**src/design/hcrp_pkg.sv**
```systemverilog
// Shared types, codes and helpers of the HEVC configuration record parser.
// No dependencies; every other design file imports this package.
`default_nettype none

package hcrp_pkg;

    // Shortest record that can hold the fixed header.
    localparam logic [15:0] MIN_RECORD_BYTES = 16'd23;

    // Queue between the parsing front and the result back.
    localparam int QUEUE_DEPTH = 2;
    localparam int QUEUE_AW    = (QUEUE_DEPTH > 1) ? $clog2(QUEUE_DEPTH) : 1;
    localparam int QUEUE_CW    = $clog2(QUEUE_DEPTH + 1);

    // Most results that one byte can cause.
    localparam int MAX_RESULTS = 4;

    typedef enum logic [2:0] {
        EV_FIELD  = 3'd0,
        EV_UNIT   = 3'd1,
        EV_DONE   = 3'd2,
        EV_SHORT  = 3'd3,
        EV_COUNT  = 3'd4,
        EV_LENGTH = 3'd5,
        EV_TRUNC  = 3'd6
    } t_event;

    typedef enum logic [2:0] {
        PH_IDLE    = 3'd0,
        PH_HEADER  = 3'd1,
        PH_ARRAY   = 3'd2,
        PH_CNT_HI  = 3'd3,
        PH_CNT_LO  = 3'd4,
        PH_LEN_HI  = 3'd5,
        PH_LEN_LO  = 3'd6,
        PH_PAYLOAD = 3'd7
    } t_phase;

    // Header field indices in record order.
    localparam logic [4:0] FID_VERSION       = 5'd0;
    localparam logic [4:0] FID_PROFILE_SPACE = 5'd1;
    localparam logic [4:0] FID_TIER_FLAG     = 5'd2;
    localparam logic [4:0] FID_PROFILE_IDC   = 5'd3;
    localparam logic [4:0] FID_COMPAT_FLAGS  = 5'd4;
    localparam logic [4:0] FID_CONSTR_FLAGS  = 5'd5;
    localparam logic [4:0] FID_LEVEL_IDC     = 5'd6;
    localparam logic [4:0] FID_MIN_SPATIAL   = 5'd7;
    localparam logic [4:0] FID_PARALLELISM   = 5'd8;
    localparam logic [4:0] FID_CHROMA_FORMAT = 5'd9;
    localparam logic [4:0] FID_DEPTH_LUMA    = 5'd10;
    localparam logic [4:0] FID_DEPTH_CHROMA  = 5'd11;
    localparam logic [4:0] FID_AVG_RATE      = 5'd12;
    localparam logic [4:0] FID_CONST_RATE    = 5'd13;
    localparam logic [4:0] FID_NUM_TEMPORAL  = 5'd14;
    localparam logic [4:0] FID_TEMP_NESTED   = 5'd15;
    localparam logic [4:0] FID_LENGTH_SIZE   = 5'd16;
    localparam logic [4:0] FID_NUM_ARRAYS    = 5'd17;

    typedef struct packed {
        logic [7:0] data_byte;
        logic       start_of_record;
    } t_in_req;

    typedef struct packed {
        logic [2:0]  event_res;
        logic [4:0]  field_id;
        logic [47:0] field_value;
        logic [5:0]  unit_type;
        logic [15:0] payload_offset;
        logic [15:0] payload_length;
        logic        last;
    } t_res;

    // All results of one byte, in order; the final one carries last.
    typedef t_res [MAX_RESULTS-1:0] t_bundle;

    function automatic t_res mk_field(logic [4:0] id, logic [47:0] val);
        t_res r;
        r             = '0;
        r.event_res   = EV_FIELD;
        r.field_id    = id;
        r.field_value = val;
        return r;
    endfunction

    function automatic t_res mk_event(t_event ev);
        t_res r;
        r           = '0;
        r.event_res = ev;
        return r;
    endfunction

endpackage

`default_nettype wire

```
**src/design/hcrp_front.sv**
```systemverilog
// Parsing front: walks the record one byte per accepted request and builds
// the bundle of results for that byte. Depends on hcrp_pkg.
`default_nettype none

module hcrp_front
    import hcrp_pkg::*;
(
    input  wire logic        i_clk,
    input  wire logic        i_rst_n,
    input  wire logic [15:0] i_record_length,
    input  wire logic        i_accept,
    input  wire t_in_req     i_req,
    output logic             o_push,
    output t_bundle          o_bundle
);

    t_phase      r_phase, n_phase;
    logic        r_halted, n_halted;
    logic [15:0] r_pos, n_pos;
    logic [47:0] r_acc, n_acc;
    logic [7:0]  r_arrays, n_arrays;
    logic [15:0] r_units, n_units;
    logic [5:0]  r_utype, n_utype;
    logic [15:0] r_payload, n_payload;

    always_ff @(posedge i_clk) begin
        if (!i_rst_n) begin
            r_phase   <= PH_IDLE;
            r_halted  <= 1'b1;
            r_pos     <= '0;
            r_acc     <= '0;
            r_arrays  <= '0;
            r_units   <= '0;
            r_utype   <= '0;
            r_payload <= '0;
        end else if (i_accept) begin
            r_phase   <= n_phase;
            r_halted  <= n_halted;
            r_pos     <= n_pos;
            r_acc     <= n_acc;
            r_arrays  <= n_arrays;
            r_units   <= n_units;
            r_utype   <= n_utype;
            r_payload <= n_payload;
        end
    end

    always_comb begin
        logic [7:0]  b;
        logic [15:0] cur;
        logic [15:0] nxt;
        logic [15:0] remaining;
        logic [15:0] len;
        logic [47:0] acc_sh;
        logic        short_rec;
        logic        done_field;
        logic        do_next;
        logic        do_end;
        logic [2:0]  cnt;
        logic [2:0]  last_ix;
        t_bundle     slots;

        b          = i_req.data_byte;
        cur        = r_pos;
        nxt        = r_pos + 16'd1;
        remaining  = '0;
        len        = '0;
        acc_sh     = '0;
        short_rec  = 1'b0;
        done_field = 1'b0;
        do_next    = 1'b0;
        do_end     = 1'b0;
        cnt        = '0;
        last_ix    = '0;
        slots      = '0;

        n_phase   = r_phase;
        n_halted  = r_halted;
        n_pos     = r_pos;
        n_acc     = r_acc;
        n_arrays  = r_arrays;
        n_units   = r_units;
        n_utype   = r_utype;
        n_payload = r_payload;

        if (i_req.start_of_record) begin
            n_pos     = '0;
            n_acc     = '0;
            n_arrays  = '0;
            n_units   = '0;
            n_utype   = '0;
            n_payload = '0;
            n_halted  = 1'b0;
            n_phase   = PH_HEADER;
            if (i_record_length < MIN_RECORD_BYTES) begin
                short_rec = 1'b1;
                slots[0]  = mk_event(EV_SHORT);
                cnt       = 3'd1;
                n_halted  = 1'b1;
                n_phase   = PH_IDLE;
            end
        end

        if (!short_rec && !n_halted) begin
            cur       = n_pos;
            nxt       = n_pos + 16'd1;
            n_pos     = nxt;
            remaining = (i_record_length > nxt) ? (i_record_length - nxt) : 16'd0;

            case (n_phase)
                PH_HEADER: begin
                    acc_sh     = {n_acc[39:0], b};
                    n_acc      = acc_sh;
                    done_field = 1'b1;
                    case (cur)
                        16'd0: begin
                            slots[0] = mk_field(FID_VERSION, {40'd0, b});
                            cnt      = 3'd1;
                        end
                        16'd1: begin
                            slots[0] = mk_field(FID_PROFILE_SPACE, {46'd0, b[7:6]});
                            slots[1] = mk_field(FID_TIER_FLAG, {47'd0, b[5]});
                            slots[2] = mk_field(FID_PROFILE_IDC, {43'd0, b[4:0]});
                            cnt      = 3'd3;
                        end
                        16'd5: begin
                            slots[0] = mk_field(FID_COMPAT_FLAGS, {16'd0, acc_sh[31:0]});
                            cnt      = 3'd1;
                        end
                        16'd11: begin
                            slots[0] = mk_field(FID_CONSTR_FLAGS, acc_sh);
                            cnt      = 3'd1;
                        end
                        16'd12: begin
                            slots[0] = mk_field(FID_LEVEL_IDC, {40'd0, b});
                            cnt      = 3'd1;
                        end
                        16'd14: begin
                            slots[0] = mk_field(FID_MIN_SPATIAL, {36'd0, acc_sh[11:0]});
                            cnt      = 3'd1;
                        end
                        16'd15: begin
                            slots[0] = mk_field(FID_PARALLELISM, {46'd0, b[1:0]});
                            cnt      = 3'd1;
                        end
                        16'd16: begin
                            slots[0] = mk_field(FID_CHROMA_FORMAT, {46'd0, b[1:0]});
                            cnt      = 3'd1;
                        end
                        16'd17: begin
                            slots[0] = mk_field(FID_DEPTH_LUMA, {45'd0, b[2:0]});
                            cnt      = 3'd1;
                        end
                        16'd18: begin
                            slots[0] = mk_field(FID_DEPTH_CHROMA, {45'd0, b[2:0]});
                            cnt      = 3'd1;
                        end
                        16'd20: begin
                            slots[0] = mk_field(FID_AVG_RATE, {32'd0, acc_sh[15:0]});
                            cnt      = 3'd1;
                        end
                        16'd21: begin
                            slots[0] = mk_field(FID_CONST_RATE, {46'd0, b[7:6]});
                            slots[1] = mk_field(FID_NUM_TEMPORAL, {45'd0, b[5:3]});
                            slots[2] = mk_field(FID_TEMP_NESTED, {47'd0, b[2]});
                            slots[3] = mk_field(FID_LENGTH_SIZE, {46'd0, b[1:0]});
                            cnt      = 3'd4;
                        end
                        16'd22: begin
                            slots[0] = mk_field(FID_NUM_ARRAYS, {40'd0, b});
                            cnt      = 3'd1;
                            n_arrays = b;
                            if (b == 8'd0) begin
                                slots[1] = mk_event(EV_DONE);
                                cnt      = 3'd2;
                                n_halted = 1'b1;
                                n_phase  = PH_IDLE;
                            end else begin
                                n_phase = PH_ARRAY;
                            end
                        end
                        default: begin
                            done_field = 1'b0;
                        end
                    endcase
                    if (done_field) begin
                        n_acc = '0;
                    end
                end
                PH_ARRAY: begin
                    n_utype = b[5:0];
                    n_phase = PH_CNT_HI;
                end
                PH_CNT_HI: begin
                    n_acc   = {40'd0, b};
                    n_phase = PH_CNT_LO;
                end
                PH_CNT_LO: begin
                    n_units = {n_acc[7:0], b};
                    n_acc   = '0;
                    if (remaining < n_units) begin
                        slots[0] = mk_event(EV_COUNT);
                        cnt      = 3'd1;
                        n_halted = 1'b1;
                        n_phase  = PH_IDLE;
                    end else if (n_units == 16'd0) begin
                        do_end = 1'b1;
                    end else begin
                        n_phase = PH_LEN_HI;
                    end
                end
                PH_LEN_HI: begin
                    n_acc   = {40'd0, b};
                    n_phase = PH_LEN_LO;
                end
                PH_LEN_LO: begin
                    len   = {n_acc[7:0], b};
                    n_acc = '0;
                    if (remaining < len) begin
                        slots[0] = mk_event(EV_LENGTH);
                        cnt      = 3'd1;
                        n_halted = 1'b1;
                        n_phase  = PH_IDLE;
                    end else begin
                        slots[0]                = mk_event(EV_UNIT);
                        slots[0].unit_type      = n_utype;
                        slots[0].payload_offset = nxt;
                        slots[0].payload_length = len;
                        cnt                     = 3'd1;
                        n_units                 = n_units - 16'd1;
                        if (len != 16'd0) begin
                            n_payload = len;
                            n_phase   = PH_PAYLOAD;
                        end else begin
                            do_next = 1'b1;
                        end
                    end
                end
                PH_PAYLOAD: begin
                    n_payload = n_payload - 16'd1;
                    if (n_payload == 16'd0) begin
                        do_next = 1'b1;
                    end
                end
                default: begin
                    n_halted = 1'b1;
                    n_phase  = PH_IDLE;
                end
            endcase

            if (do_next) begin
                if (n_units != 16'd0) begin
                    n_phase = PH_LEN_HI;
                end else begin
                    do_end = 1'b1;
                end
            end

            if (do_end) begin
                n_arrays = n_arrays - 8'd1;
                if (n_arrays != 8'd0) begin
                    n_phase = PH_ARRAY;
                end else begin
                    slots[cnt[1:0]] = mk_event(EV_DONE);
                    cnt             = cnt + 3'd1;
                    n_halted        = 1'b1;
                    n_phase         = PH_IDLE;
                end
            end

            // A record that ends before parsing finishes. Results beyond four are dropped.
            if (!n_halted && nxt >= i_record_length) begin
                if (cnt < 3'(MAX_RESULTS)) begin
                    slots[cnt[1:0]] = mk_event(EV_TRUNC);
                    cnt             = cnt + 3'd1;
                end
                n_halted = 1'b1;
                n_phase  = PH_IDLE;
            end
        end

        if (cnt != 3'd0) begin
            last_ix                  = cnt - 3'd1;
            slots[last_ix[1:0]].last = 1'b1;
        end

        o_push   = i_accept && (cnt != 3'd0);
        o_bundle = slots;
    end

endmodule

`default_nettype wire

```
**src/design/hcrp_queue.sv**
```systemverilog
// Short queue of result bundles between the parsing front and the back.
// Depends on hcrp_pkg for the bundle type and the queue depth.
`default_nettype none

module hcrp_queue
    import hcrp_pkg::*;
(
    input  wire logic    i_clk,
    input  wire logic    i_rst_n,
    input  wire logic    i_push,
    input  wire t_bundle i_bundle,
    output logic         o_ready,
    input  wire logic    i_pop,
    output logic         o_valid,
    output t_bundle      o_head
);

    t_bundle                   r_mem [QUEUE_DEPTH];
    logic [QUEUE_AW-1:0]       r_wr_ptr;
    logic [QUEUE_AW-1:0]       r_rd_ptr;
    logic [QUEUE_CW-1:0]       r_count;
    logic                      do_push;
    logic                      do_pop;

    assign o_ready = (r_count != QUEUE_CW'(QUEUE_DEPTH));
    assign o_valid = (r_count != '0);
    assign o_head  = r_mem[r_rd_ptr];
    assign do_push = i_push && o_ready;
    assign do_pop  = i_pop && o_valid;

    always_ff @(posedge i_clk) begin
        if (do_push) begin
            r_mem[r_wr_ptr] <= i_bundle;
        end
    end

    always_ff @(posedge i_clk) begin
        if (!i_rst_n) begin
            r_wr_ptr <= '0;
            r_rd_ptr <= '0;
            r_count  <= '0;
        end else begin
            if (do_push) begin
                r_wr_ptr <= (r_wr_ptr == QUEUE_AW'(QUEUE_DEPTH - 1)) ? '0 : r_wr_ptr + 1'b1;
            end
            if (do_pop) begin
                r_rd_ptr <= (r_rd_ptr == QUEUE_AW'(QUEUE_DEPTH - 1)) ? '0 : r_rd_ptr + 1'b1;
            end
            if (do_push && !do_pop) begin
                r_count <= r_count + 1'b1;
            end else if (do_pop && !do_push) begin
                r_count <= r_count - 1'b1;
            end
        end
    end

endmodule

`default_nettype wire

```
**src/design/hcrp_back.sv**
```systemverilog
// Result back: hands out the results of the bundle at the queue head one per
// request, and releases the bundle after its last result. Depends on hcrp_pkg.
`default_nettype none

module hcrp_back
    import hcrp_pkg::*;
(
    input  wire logic    i_clk,
    input  wire logic    i_rst_n,
    input  wire logic    i_head_valid,
    input  wire t_bundle i_head,
    output logic         o_pop,
    output logic         o_res_valid,
    input  wire logic    i_res_ready,
    output t_res         o_res
);

    logic [$clog2(MAX_RESULTS)-1:0] r_idx;
    logic                           take;

    assign o_res_valid = i_head_valid;
    assign o_res       = i_head[r_idx];
    assign take        = o_res_valid && i_res_ready;
    assign o_pop       = take && o_res.last;

    always_ff @(posedge i_clk) begin
        if (!i_rst_n) begin
            r_idx <= '0;
        end else if (take) begin
            r_idx <= o_res.last ? '0 : r_idx + 1'b1;
        end
    end

endmodule

`default_nettype wire

```
**src/design/hevc_config_record_parser.sv**
```systemverilog
// HEVC decoder configuration record parser, top level. Depends on hcrp_pkg,
// hcrp_front, hcrp_queue and hcrp_back.
//
// Write the record's total byte length on the configuration channel, then
// feed the record one byte per request with start_of_record set on its first
// byte. The block reports each header field as it completes (index and value,
// reserved bits skipped), each NAL unit with its array's type, payload offset
// and length, and then record-done; errors (record too short, unit count or
// unit length beyond the remaining bytes, truncated record) end the parse,
// and bytes are then ignored until the next start. Each result of a byte is a
// request of its own on the result channel, and the final one of a byte has
// last set. A byte request can be taken every cycle while the queue has room:
// the front parses the byte in the cycle it is accepted and places its results
// in a two-entry queue, and the back hands them out one per cycle while the
// result channel is ready. A byte has as many results as it causes (none for
// most payload bytes, up to four for a few header bytes); the sustained rate
// is one byte per cycle whenever the results average at most one per byte,
// and otherwise it is set by the single result port. The length register may
// be written whenever the block is idle; its write channel is always ready.
`default_nettype none

module hevc_config_record_parser
    import hcrp_pkg::*;
(
    input  wire logic        i_clk,
    input  wire logic        i_rst_n,
    input  wire logic        i_cfg_valid,
    output logic             o_cfg_ready,
    input  wire logic [15:0] i_cfg_data,
    input  wire logic        i_req_valid,
    output logic             o_req_ready,
    input  wire t_in_req     i_req,
    output logic             o_res_valid,
    input  wire logic        i_res_ready,
    output t_res             o_res
);

    logic [15:0] r_record_length;
    logic        req_accept;
    logic        push;
    t_bundle     push_bundle;
    logic        pop;
    logic        head_valid;
    t_bundle     head;

    assign o_cfg_ready = 1'b1;

    always_ff @(posedge i_clk) begin
        if (!i_rst_n) begin
            r_record_length <= '0;
        end else if (i_cfg_valid && o_cfg_ready) begin
            r_record_length <= i_cfg_data;
        end
    end

    // The front parses a byte only when the queue has room for its results.
    assign req_accept = i_req_valid && o_req_ready;

    hcrp_front u_front (
        .i_clk           (i_clk),
        .i_rst_n         (i_rst_n),
        .i_record_length (r_record_length),
        .i_accept        (req_accept),
        .i_req           (i_req),
        .o_push          (push),
        .o_bundle        (push_bundle)
    );

    hcrp_queue u_queue (
        .i_clk    (i_clk),
        .i_rst_n  (i_rst_n),
        .i_push   (push),
        .i_bundle (push_bundle),
        .o_ready  (o_req_ready),
        .i_pop    (pop),
        .o_valid  (head_valid),
        .o_head   (head)
    );

    hcrp_back u_back (
        .i_clk        (i_clk),
        .i_rst_n      (i_rst_n),
        .i_head_valid (head_valid),
        .i_head       (head),
        .o_pop        (pop),
        .o_res_valid  (o_res_valid),
        .i_res_ready  (i_res_ready),
        .o_res        (o_res)
    );

    // A start byte with a too-short length always leaves a result waiting.
    a_short_gives_result: assert property (@(posedge i_clk) disable iff (!i_rst_n)
        (req_accept && i_req.start_of_record && (r_record_length < MIN_RECORD_BYTES))
        |=> o_res_valid)
        else $error("too-short record produced no result");

    // Only field results carry a field index and value.
    a_field_only: assert property (@(posedge i_clk) disable iff (!i_rst_n)
        (o_res_valid && (o_res.event_res != EV_FIELD))
        |-> ((o_res.field_id == '0) && (o_res.field_value == '0)))
        else $error("field data on a non-field result");

    // An error ends the parse, so it is always the final result of its byte.
    a_error_last: assert property (@(posedge i_clk) disable iff (!i_rst_n)
        (o_res_valid && ((o_res.event_res == EV_SHORT) || (o_res.event_res == EV_COUNT)
            || (o_res.event_res == EV_LENGTH) || (o_res.event_res == EV_TRUNC)))
        |-> o_res.last)
        else $error("error result not marked last");

endmodule

`default_nettype wire
```
**config.mk**
```make
export PLATFORM = sky130hd
export DESIGN_NAME = hevc_config_record_parser
export DESIGN_NICKNAME = d
export VERILOG_FILES = /design/src/design/hcrp_pkg.sv /design/src/design/hcrp_front.sv /design/src/design/hcrp_queue.sv /design/src/design/hcrp_back.sv /design/src/design/hevc_config_record_parser.sv
export SDC_FILE = /design/constraint.sdc
export NUM_CORES = 1
export LEC_CHECK = 0
export ABC_AREA = 1
export BUFFER_PORTS_ARGS = -buffer_cell sky130_fd_sc_hd__buf_2
export CORE_ASPECT_RATIO = 1.4
export CORE_MARGIN = 1.5
export CORE_UTILIZATION = 50
export CTS_CLUSTER_SIZE = 8
export DETAILED_ROUTE_END_ITERATION = 12
export PLACE_DENSITY = 0.65
export SKIP_CTS_REPAIR_TIMING = 1
export SLEW_MARGIN = 20
export SYNTH_ARGS = -nofsm -noshare
export SYNTH_HDL_FRONTEND = slang
export SYNTH_SLANG_ARGS = --single-unit
```
**constraint.sdc**
```tcl
create_clock -name i_clk -period 38.3 [get_ports i_clk]
set_input_delay 5.745 -clock i_clk [delete_from_list [all_inputs] [get_ports i_clk]]
set_output_delay 5.745 -clock i_clk [all_outputs]
set_load 0.005 [all_outputs]
```
# Word level (Yosys, flattened, before mapping)
# Memory sizes are Yosys's and may differ from the RTL's. A register that Yosys moved wholly into a read port is not among the register bits.
# Index checks and enable logic that the tools add are counted.
classes:
  add_sub_neg: 13
  n_lt_le_gt_ge: 12
  n_eq_ne: 20
  n_mux: 118
  bitwise_logic: 6
  n_reduce_logical: 33
op_table:
  columns: ["op", "n"]
  rows:
  - ["$mux W380", 7]
  - ["$pmux W95 S13", 1]
  - ["$mux W95", 7]
  - ["$demux W95 S2", 3]
  - ["$bwmux W380", 1]
  - ["$and A376 B376 Y376", 1]
  - ["$not A376 Y376", 1]
  - ["$and A372 B372 Y372", 1]
  - ["$not A372 Y372", 1]
  - ["$mux W285", 1]
  - ["$pmux W95 S3", 1]
  - ["$mux W282", 1]
  - ["$pmux W94 S3", 1]
  - ["$bmux W95 S2", 1]
  - ["$mux W94", 2]
  - ["$pmux W91 S2", 1]
  - ["$mux W16", 11]
  - ["$mux W48", 3]
  - ["$pmux W48 S3", 1]
  - ["$eq A16 B5 Y1 const B", 6]
  - ["$mux W92", 1]
  - ["$eq A16 B4 Y1 const B", 4]
  - ["$pmux W16 S2", 2]
  - ["$mux W3", 20]
  - ["44 further kinds", 123]
totals:
  reg_bits: 136
  ram_bits: 760
  in_bits: 30
  out_inout_bits: 98
  elab_cells: 216
  n_memories: 1
mem_list:
  columns: ["name", "depth", "width", "read_ports", "rd_ports_with_merged_regs", "wr", "line_no", "text"]
  rows:
  - ["u_queue.r_mem", 2, 380, 1, 1, 1, "hcrp_queue.sv:18", "t_bundle r_mem [QUEUE_DEPTH];"]

# Logic depth before layout (Yosys ltp)
# Gate-level depths: netlist of run 1.
logic_depth:
  depth_word: 25
  depth_mapped: 71
  ltp_nobuf: 64

# Hierarchy
# Synthesis of run 1 repeated with hierarchy kept, for this count alone.
hier_totals:
  cells_unflattened: 3842
  area_unflattened_um2: 44325.0
modules_own_cells:
  columns: ["mod", "instances", "cells_each", "area_per_inst_um2", "seq_area_each_um2"]
  rows:
  - ["hcrp_queue", 1, 1219, 28467.3, 22922.0]
  - ["hcrp_front", 1, 1962, 12318.1, 2122.0]
  - ["hcrp_back", 1, 556, 2846.5, 40.0]
  - ["hevc_config_record_parser", 1, 105, 693.2, 320.3]

# Worst setup path after synthesis of run 1
# Ideal clock, no wire load.
synth_timing:
  path_kind: "input to register"
  from: "input i_req[0] in the netlist's numbering"
  to: "memory u_queue.r_mem[0][0] in the netlist's numbering (enable)"
  t_arrival_ps: 18694
  path_slack_ps: 19007
  cell_stages: 63
  path_cell_list: "inv_2 -> buf_6 -> buf_2 -> buf_1 -> buf_1 -> buf_1 -> clkbuf_1 -> nand2_1 -> inv_1 -> ha_1 -> inv_1 -> xor2_1 -> ha_1 -> nand2_1 -> o21ai_0 -> nand2_1 -> inv_1 -> o21ai_0 -> (+27 left out) -> nand3_1 -> nand3_1 -> nor2_1 -> nand2_1 -> nor2_1 -> nand2_1 -> nand2_4 -> nand2_4 -> o21ai_1 -> inv_1 -> ha_1 -> nand3_1 -> nand2_1 -> nand2_1 -> nand3_1 -> nand4_1 -> nand2_1 -> nor2_1"
synth_between:
  elab_chain_len: 23
  elab_cells_between_ends: 93
  classes_between: "add/sub (7); order compare (4); eq/ne (19); mux (46); reduce/logical (17)"
synth_lines:
  columns: ["element", "line_no", "text"]
  rows:
  - ["start: declaration", "hevc_config_record_parser.sv:32", "input wire t_in_req i_req,"]
  - ["$mux W16", "hcrp_front.sv:86", "if (i_req.start_of_record) begin"]
  - ["$add A16 B1 Y16", "hcrp_front.sv:106", "nxt = n_pos + 16'd1;"]
  - ["$sub A16 B16 Y16 / $gt A16 B16 Y1 (equally long branches)", "hcrp_front.sv:108", "remaining = (i_record_length > nxt) ? (i_record_length - nxt) : 16'd0;"]
  - ["$mux W16", "hcrp_front.sv:108", null]
  - ["$lt A16 B16 Y1", "hcrp_front.sv:201, hcrp_front.sv:219", null]
  - ["$mux W16", "hcrp_front.sv:219", "if (remaining < len) begin"]
  - ["$pmux W16 S2", "hcrp_front.sv:110", "case (n_phase)"]
  - ["$mux W16", "hcrp_front.sv:104", "if (!short_rec && !n_halted) begin"]
  - ["(+7 left out)", null, null]
  - ["$mux W3 / $logic_and A1 B1 Y1 (equally long branches)", "hcrp_front.sv:273, hcrp_front.sv:272", null]
  - ["$mux W3", "hcrp_front.sv:272", "if (!n_halted && nxt >= i_record_length) begin"]
  - ["$mux W3 *", "hcrp_front.sv:104", null]
  - ["$reduce_bool A3 Y1 *", "hcrp_front.sv:287", "o_push = i_accept && (cnt != 3'd0);"]
  - ["$logic_and A1 B1 Y1 *", "hcrp_front.sv:287", null]
  - ["$logic_and A1 B1 Y1 *", "hcrp_queue.sv:28", "assign do_push = i_push && o_ready;"]
  - ["$mux W1 *", "hcrp_queue.sv:32", "if (do_push) begin"]
  - ["$mux W1 (not written as such) *", "hcrp_queue.sv:33", "r_mem[r_wr_ptr] <= i_bundle;"]
  - ["end: declaration", "hcrp_queue.sv:18", null]
# Mark *: on every way between the ends. The rest lies on a longest branch, timed or not. The select of a mux whose other input is x is not followed.

# Final worst setup path of run 1
layout_timing:
  from: "input i_req[0] in the netlist's numbering"
  to: "memory u_queue.r_mem[1][86] in the netlist's numbering (enable)"
# Same word-level chain as after synthesis.

==> results.txt, run 1 <==
The flow ran to the end, and the final reports show no timing, DRC or antenna violations. The first element of the critical path is i_req[0]. The via count is 17703. The worst hold path was traced through 2 stages. The number of slew-limit violations in the final report came out at 0. The number of enable-type register cells in the synthesized netlist came out at 238. Of the total synthesized cell area, the portion taken by full adders, half adders and majority gates is 0.03034. The fraction of layout instances using a drive strength above 1 came out at 0.1028. The most congested layer reported by global routing is met2. The type of the tightest min-delay check is reg2reg. After synthesis, the share of flip-flops with an asynchronous set or reset is 0. The area growth from synthesis to final layout is 12.18%.

Synthesis produced a netlist whose cell count is 2468. In the global route stage, overall resource usage came out at 0.2855. The insertion delay to the later sink of the worst-skew pair came out at 0.58 ns. The worst hold path begins at u_front.r_pos[11].

The worst setup path is captured at a register. 128 I/O pins were placed. The setup clock skew after layout came out at 0.02630 ns. For met3 alone, demand over resource in global routing was 0.03704. The mux contribution to synthesized area is 0.

The number of levels the H-tree was split into came out at 2. The root buffer cell chosen for the clock tree is sky130_fd_sc_hd__clkbuf_16. The detailed-route vias per instance is 5.718. The number of remaining DRC errors came out at 0. The path with the worst hold slack has its endpoint at u_front.r_pos[11].

The worst slew margin relative to its limit is 0.3540. The total of warnings raised by yosys came out at 0. The parity-gate share of the synthesized area counting xor and xnor cells is 0.02054. Counting stages on the worst path, the most repeated cell is sky130_fd_sc_hd__nand2_1.

Of the total synthesized cell area, the portion taken by AND, OR, NAND and NOR gates is 0.2358. After the first detailed-routing iteration, the DRC count stood at 1466. Power comes to 1.427 mW.

Max-cap violations in this run came to 0. The count of standard-cell rows came out at 86. The sum of negative setup slack is 0 ns. The floorplan step set the die height to 239.9 µm. For the worst setup path, the data arrival time is 15.11 ns. The peak supply drop is 0.03563 mV. The overall routed net length is 58980 µm. The post-place setup slack came out at 22.81 ns. The met1 track demand over resource came out at 0.3568. Detailed placement finished with a half-perimeter wire length of 39690 µm. In this run the deepest clock path goes through 3 buffers.

The number of global-route vias before repair came to 16963. Routability-driven placement finished with a final weighted congestion of 0.9311. The static leakage is 9.042 nW. For this run the aggregate overflow at the end of global routing stands at 0. The register bit count reported by yosys is 367. In the global route stage, met2 resource usage came out at 0.4892. The number of I/O port buffers came out at 126. The slew at the pin with the worst max-slew slack is 0.9690 ns.

The clock tree from TritonCTS is yes. The post-route minimum period came out at 14.93 ns. The floorplan die area came out at 41320 µm². The number of nets produced by synthesis came out at 2546. The data required time at the worst endpoint is 38.48 ns.

The initial core utilization came out at 0.5076. The most used flip-flop cell after synthesis is sky130_fd_sc_hd__edfxtp_1. The synthesized area per cell came out at 8.122 µm². The capture instance of the worst register-to-register path is u_queue.r_mem[1][86]. The power per standard cell area is 63.48 nW/µm². The final hold violation count is 0.

Entering global routing, the biggest net connects 111 pins. The global-route wire length before repair is 91950 µm. The number of sinks driven by the clock tree came out at 367. The kind of start point of the critical path is a primary input.

The dominant combinational cell family by area after synthesis is simple AND/OR/NAND/NOR gates. The worst hold slack after final layout came out at 0.4629 ns. The netlist area before placement is 20040 µm². Dividing the final minimum period by the clock period gives 0.3897. The reg2reg setup slack came out at 28.46 ns.

The peak per-stage delay on the critical path came out at 0.82 ns. The number of iterations in the first detailed-routing pass is 5. The final antenna-violating net count is 0. Setup repair after global routing left no endpoint under its margin. The number of antenna diodes came out at 0. The die is 172.2 µm wide. Of the synthesized area, sequential elements account for 0.4854. The clock transition time at the flip-flop clock pins of the worst setup and hold paths is 0.05 ns.

The placeable core region is 39490 µm². The slowest stage of the critical path belongs to the cell sky130_fd_sc_hd__buf_4. Once layout is complete, the cells apart from fillers number 3096. Timing would allow up to 66.99 MHz. The worst reg2reg path depth is 59. The fraction of the mapped netlist area in compound gates is 0.1526. Setup violations remaining at the end of the flow were counted as 0. The number of placed instances, taps included, is 3007. The setup path with the least slack is of type in2reg.

The largest fanout on the critical path came out at 71. The worst setup slack after layout came out at 23.37 ns. Counting distinct cell types in the post-synthesis netlist gives 56. The average routed wire per standard cell is 19.05 µm. The count of fill cells added during filler insertion is 3671.

In this run the critical register-to-register path is launched from u_front.r_pos[0]. The number of nets in the final layout came out at 2611. The total CTS buffers came out at 51. The number of antenna violations at the first check in global routing is 0.
-- cells by family (layout without fill, tap and decap cells) --
| group | count (synthesis) | in the layout |
|---|---|---|
| XOR/XNOR | 47 | 47 |
| buffers and inverters | 386 | 486 |
| AO/OA/AOI/OAI | 535 | 535 |
| other | 1 | 1 |
| adder cells (fa/ha/maj) | 48 | 48 |
| AND/OR/NAND/NOR | 1084 | 1084 |
| flip-flops | 367 | 367 |
-- cell usage in the layout, fill, tap and decap left out, drive strengths merged, types with 53 or more instances in the layout --
master  Yosys  layout
a21oi     174     174
dfxtp     129     129
o21ai     235     235
nand2     339     339
buf        25     148
nor3       53      53
inv       244     243
nor2      469     469
a221oi     54      54
clkbuf    111      85
nand3     146     146
edfxtp    238     238
-- cell type report --
class,instances,area (µm²),area share
flip-flops and latches,367,9733,0.4329
multi-input cells,1715,8851,0.3936
clock buffers,85,1404,0.06243
inverters,250,942.2,0.04190
repair buffers,148,818.3,0.03639
well taps,528,660.6,0.02938
clock inverters,3,76.32,0.003394
-- stage by stage --
step / util / cell area (µm²)
3_3_place_gp: 0.5311 / 20970
2_1_floorplan: - / 20040
4_1_cts: 0.5686 / 22450
3_5_place_dp: 0.5311 / 20970
5_1_grt: 0.5694 / 22490
6_report: 0.5694 / 22490
-- critical path: cells and delay by family --
family	cells	cell delay, ns
AND/OR/NAND/NOR	34	3.67
buffers and inverters	12	2.59
AO/OA/AOI/OAI	10	1.62
adder cells (fa/ha/maj)	4	1.08
XOR/XNOR	1	0.28
-- worst max path at each step --
stage,endpoint,slack (ns)
after floorplan,u_queue.r_mem[0][0],19.01
after global routing,u_queue.r_mem[1][86],22.33
after detailed placement,u_queue.r_mem[1][86],22.81
after global placement,u_queue.r_mem[1][86],22.99
final,u_queue.r_mem[1][86],23.37
after CTS,u_queue.r_mem[1][83],23.39
-- power breakdown --
group          switching [mW]  internal [mW]  total, mW
sequential             0.0236          0.488      0.511
clock                   0.167          0.248      0.415
combinational           0.339          0.161      0.500
total                   0.530          0.897       1.43
-- routing by layer --
metal / share of wire / vias to the layer above
met5: 0 / -
met4: 0.042 / 0
li1: - / 8596
met2: 0.49 / 607
met1: 0.41 / 8351
met3: 0.057 / 149
-- synthesized netlist by cell type (all sizes together), types with 41 or more instances --
| cell type | n | area [µm²] |
|---|---|---|
| nor2 | 469 | 1793 |
| nand2 | 339 | 1318 |
| inv | 244 | 915.9 |
| edfxtp | 238 | 7147 |
| o21ai | 235 | 1176 |
| a21oi | 174 | 870.8 |
| nand3 | 146 | 785.8 |
| dfxtp | 129 | 2582 |
| clkbuf | 111 | 416.7 |
| a221oi | 54 | 473.0 |
| nor3 | 53 | 270.3 |
| ha | 47 | 588.1 |
| nor4 | 43 | 331.6 |
| xor2 | 41 | 359.1 |
-- state kept, by name (all words and copies together) (netlist names), named ones only --
name               flops
u_front.r_pos         16
u_back.r_idx           2
u_queue.r_mem        238
u_front.r_utype        6
u_front.r_payload     16
u_queue.r_rd_ptr       1
r_record_length       16
u_front.r_phase        3
u_queue.r_wr_ptr       1
u_front.r_units       16
u_queue.r_count        2
u_front.r_halted       1
u_front.r_arrays       8
u_front.r_acc         40
Note: power is estimated with default switching activity, not from simulation.
==> run 2, diff against run 1 <==
--- a/config.mk
+++ b/config.mk
@@ -5,14 +5,14 @@
 export SDC_FILE = /design/constraint.sdc
 export NUM_CORES = 1
 export LEC_CHECK = 0
-export ABC_AREA = 1
+export ABC_AREA = 0
 export BUFFER_PORTS_ARGS = -buffer_cell sky130_fd_sc_hd__buf_2
 export CORE_ASPECT_RATIO = 1.4
 export CORE_MARGIN = 1.5
 export CORE_UTILIZATION = 50
 export CTS_CLUSTER_SIZE = 8
 export DETAILED_ROUTE_END_ITERATION = 12
-export PLACE_DENSITY = 0.65
+export PLACE_DENSITY = 0.67
 export SKIP_CTS_REPAIR_TIMING = 1
 export SLEW_MARGIN = 20
 export SYNTH_ARGS = -nofsm -noshare
==> constraint.sdc (replaced) <==
create_clock -name i_clk -period 12.15 [get_ports i_clk]
set_input_delay 1.8225 -clock i_clk [delete_from_list [all_inputs] [get_ports i_clk]]
set_output_delay 1.8225 -clock i_clk [all_outputs]
set_load 0.005 [all_outputs]
==> run 2 against run 1 <==
Net effect: global-route usage increased by 0.058 points; via count decreased by 11%; critical endpoint is now u_queue.r_mem[0][87]; largest power group unchanged; area after synthesis decreased by 4.0%; die area decreased by 4.0%; core utilization increased by 1.1 points; critical path depth decreased by 25; register-to-register slack got worse by 27 ns; final area decreased by 2.6%; total power increased to 2.7 times the previous value; combinational power increased by 95%; worst hold slack improved by 0.0084 ns.
==> results.txt, run 2 <==
Run status: complete, no violations (unchanged). The netlist area before placement is 19240 µm² (was 20040 µm²). The ratio of final minimum period to clock period is 0.9170. The number of slew-limit violations in the final report came to 0 (unchanged). The most common library cell in the layout ignoring fill and taps was sky130_fd_sc_hd__nor2_1 (unchanged).

The synthesized area per cell came out at 9.865 µm² (was 8.122 µm²). The post-route minimum period is 11.14 ns. The sequential share of power is 0.406 (was 0.358). The average routed wire per standard cell is 22.42 µm (was 19.05 µm). The slew at the pin with the worst max-slew slack is 1.120 ns (was 0.9690 ns). The overall routed net length was 57340 µm (was 58980 µm). The register area share after synthesis came to 0.5058 (was 0.4854). Setup repair after global routing missed its margin: false (unchanged). The classification of the worst setup path was in2reg (unchanged). The worst endpoint data arrival time is 11.37 ns (was 15.11 ns). The sum of negative setup slack was 0 ns (unchanged). The placeable core region is 37730 µm² (was 39490 µm²). The peak per-stage delay on the critical path came out at 0.55 ns (was 0.82 ns). Dominant cells by area after synthesis: sky130_fd_sc_hd__edfxtp_1 (37%), sky130_fd_sc_hd__dfxtp_1 (13%), sky130_fd_sc_hd__nor2_1 (7.5%), sky130_fd_sc_hd__mux2i_1 (6.3%), sky130_fd_sc_hd__ha_1 (3.1%) (was sky130_fd_sc_hd__edfxtp_1 (36%), sky130_fd_sc_hd__dfxtp_1 (13%), sky130_fd_sc_hd__nor2_1 (8.7%), sky130_fd_sc_hd__nand2_1 (6.1%), sky130_fd_sc_hd__o21ai_0 (5.7%)). The boundary pin count is 128 (unchanged). The global routing met3 resource utilization is 0.04026 (was 0.03704).

The overall track demand over capacity in global routing came to 0.2861 (was 0.2855). The register containing the most flip-flops in the final layout is u_queue.r_mem (unchanged). The worst reg2reg path depth came to 34 (was 59). The number of antenna violations at the first check in global routing came out at 1 (was 0). The number of distinct library cells after synthesis came to 84 (was 56). The floorplan die height is 235.1 µm (was 239.9 µm). The clock network power share came out at 0.339 (was 0.291). The fraction of layout instances using a drive strength above 1 is 0.1339 (was 0.1028). Top Registers: u_queue.r_mem (238), u_front.r_acc (40) (unchanged).

The power per standard cell area is 174.6 nW/µm² (was 63.48 nW/µm²). The clock transition time at the flip-flop clock pins of the worst setup and hold paths was 0.05 ns (about the same). The number of cells on the worst hold path is 2 (unchanged). The largest fanout on the critical path is 19 (was 71).

The count of standard-cell rows came out at 84 (was 86). The number of remaining DRC errors is 0 (unchanged). The final setup violation count is 0 (unchanged).

The number of nets produced by synthesis came out at 2028 (was 2546). The worst setup slack after layout is 1.008 ns (was 23.37 ns). The critical path endpoint category was a register (unchanged). The met1 track demand over resource came to 0.3385 (was 0.3568). The total grt overflow came out at 0 (unchanged). The number of sinks driven by the clock tree came to 367 (unchanged). The final hold violation count was 0 (unchanged). The number of global-route vias before repair is 15345 (was 16963). The proportion of register bits with asynchronous set or reset after synthesis came out at 0 (unchanged). The type of the tightest min-delay check is reg2reg (unchanged). The peak supply drop is 0.1069 mV (was 0.03563 mV). The static leakage was 8.035 nW (was 9.042 nW). The flip-flop count of the largest register after layout was 238 (unchanged). The kind of start point of the critical path is a primary input (unchanged). The root buffer cell is sky130_fd_sc_hd__clkbuf_16 (unchanged).

The number of nets in the final layout is 2125 (was 2611). The buffer depth of the longest clock path is 3 (unchanged). The global-route wire length before repair is 87800 µm (was 91950 µm). The proportion of total power due to net switching came out at 0.3131 (was 0.3715). The via count is 15743 (was 17703). The most frequent cell after synthesis is sky130_fd_sc_hd__nor2_1 (unchanged).

The die extent in x is 168.8 µm (was 172.2 µm). The share of the synthesized area in the top cell type came out at 0.3715 (was 0.3566). The synthesized instance count came out at 1950 (was 2468).

The reg-to-reg critical path startpoint is u_front.r_pos[2] (was u_front.r_pos[0]). The detailed-route vias per instance is 6.157 (was 5.718). The initial core utilization was 0.5098 (was 0.5076). The relative contribution of combinational cells to total power came out at 0.255 (was 0.351). The post-DP HPWL is 39620 µm (was 39690 µm). The top cell type by total area after synthesis is sky130_fd_sc_hd__edfxtp_1 (unchanged).

The floorplan die area is 39680 µm² (was 41320 µm²). The iteration-0 DRC count of the detailed router came out at 1572 (was 1466). The reg2reg setup slack was 1.83 ns (was 28.46 ns). The largest net degree at the start of global routing is 86 (was 111). The worst slew margin relative to its limit is 0.2495 (was 0.3540). The post-place setup slack came out at 0.5368 ns (was 22.81 ns).

The cell with the biggest individual delay on the critical path is sky130_fd_sc_hd__or4_1 (was sky130_fd_sc_hd__buf_4). The hold-critical path endpoint was u_front.r_arrays[7] (was u_front.r_pos[11]). The most congested layer reported by global routing is met2 (unchanged). The setup clock skew after layout came out at 0.02212 ns (was 0.02630 ns).

The start point of the worst hold path is u_front.r_arrays[7] (was u_front.r_pos[11]). The most used flip-flop cell after synthesis is sky130_fd_sc_hd__edfxtp_1 (unchanged). The capture instance of the worst register-to-register path is u_queue.r_mem[0][87] (was u_queue.r_mem[1][86]). The number of I/O port buffers came out at 126 (unchanged).

The number of levels the H-tree was split into came out at 2 (unchanged). The area growth from synthesis to final layout came to 13.81% (was 12.18%). Commonest cells in the netlist: sky130_fd_sc_hd__nor2_1 (386), sky130_fd_sc_hd__edfxtp_1 (238), sky130_fd_sc_hd__dfxtp_1 (129), sky130_fd_sc_hd__nand2_1 (122), sky130_fd_sc_hd__mux2i_1 (121) (was sky130_fd_sc_hd__nor2_1 (462), sky130_fd_sc_hd__nand2_1 (327), sky130_fd_sc_hd__edfxtp_1 (238), sky130_fd_sc_hd__inv_1 (235), sky130_fd_sc_hd__o21ai_0 (227)). The insertion delay to the later sink of the worst-skew pair is 0.57 ns (was 0.58 ns). The number of iterations in the first detailed-routing pass came out at 6 (was 5). The total CTS buffers is 51 (unchanged).

The final antenna-violating net count was 0 (unchanged). The net switching power figure came out at 1.197 mW (was 0.5302 mW). The met2 track demand over resource in global routing came out at 0.4966 (was 0.4892). The total of warnings raised by yosys came out at 0 (unchanged). The cell-internal power is 2.626 mW (was 0.8972 mW).

Static timing analysis puts the maximum clock frequency at 89.75 MHz. The register bit count reported by yosys was 367 (unchanged). The number of enable-type register cells in the synthesized netlist was 238 (unchanged). The number of maximum-capacitance constraint violations came out at 0 (unchanged). The data required time at the worst endpoint is 12.38 ns (was 38.48 ns). The clock tree from TritonCTS is yes (unchanged). Commonest cells after routing, fill and taps aside: sky130_fd_sc_hd__nor2_1 (385), sky130_fd_sc_hd__edfxtp_1 (238), sky130_fd_sc_hd__dfxtp_1 (128) (was sky130_fd_sc_hd__nor2_1 (459), sky130_fd_sc_hd__nand2_1 (325), sky130_fd_sc_hd__edfxtp_1 (238)). The last weighted congestion value of the routability-driven placer came to 0.9571 (was 0.9311).
## run 2: worst max path at each step
stage / endpoint / from / depth (start not counted) / slack (ns)
2_1_floorplan: u_queue.r_mem[0][0] / i_req[0] / 42 / 0.0009
3_3_place_gp: u_queue.r_mem[0][39] / i_req[0] / 36 / 0.83
3_5_place_dp: u_queue.r_mem[0][49] / i_req[0] / 34 / 0.54
4_1_cts: u_queue.r_mem[0][87] / i_req[0] / 34 / 1.07
5_1_grt: u_queue.r_mem[0][39] / i_req[0] / 38 / 0.37
6_report: u_queue.r_mem[0][87] / i_req[0] / 36 / 1.01
## run 2: area by class of cell
type                    instances  area (µm²)
clock buffers                  87        1411
flip-flops and latches        367        9733
well taps                     473       591.8
multi-input cells            1420        8985
fillers                      3252       15840
inverters                      44       166.4
repair buffers                163       970.9
clock inverters                 2       32.53
diodes                          1       2.502
## run 2: critical path: cells and delay by family
kind | cells | cell delay, ns
AO/OA/AOI/OAI | 10 | 2.91
XOR/XNOR | 2 | 0.36
adder cells (fa/ha/maj) | 4 | 1.40
buffers and inverters | 3 | 0.81
multiplexers | 1 | 0.16
AND/OR/NAND/NOR | 16 | 3.88
## run 2: per-stage QoR
step	instances	cell area, µm²	util	hold slack [ns]	power [mW]
6_report	2557	21890	0.5802	0.4713	3.823
4_1_cts	2556	21870	0.5798	0.4725	3.836
3_5_place_dp	2467	20430	0.5415	0.4611	2.545
2_1_floorplan	1950	19370	-	0.4358	2.174
5_1_grt	2557	21890	0.5802	0.5066	3.983
3_3_place_gp	2467	20430	0.5415	0.4479	2.528
## run 2: routing by layer
layer / share of wire / vias to the layer above / wire length [µm]
li1: - / 7298 / -
met1: 0.38 / 7604 / 21830
met2: 0.50 / 650 / 28770
met3: 0.062 / 191 / 3565
met4: 0.055 / 0 / 3171
met5: 0 / - / 0
## run 2: power groups by stage
stage	Clock [mW]	Combinational [mW]	Sequential [mW]
global placement	0	0.958	1.57
CTS	1.31	0.973	1.55
global route	1.36	1.06	1.56
finish	1.29	0.975	1.55
floorplan	0	0.637	1.54
detailed placement	0	0.969	1.58
## run 2: logic make-up after synthesis
family	after synthesis	synth area share
muxes	140	0.08169
DFF	367	0.5058
adders and majority gates	48	0.03161
AOI/OAI and AO/OA	405	0.1380
xor gates and xnor gates	49	0.02302
buffers and inverters	163	0.03337
and+or+nand+nor	777	0.1864
other	1	0.0001949
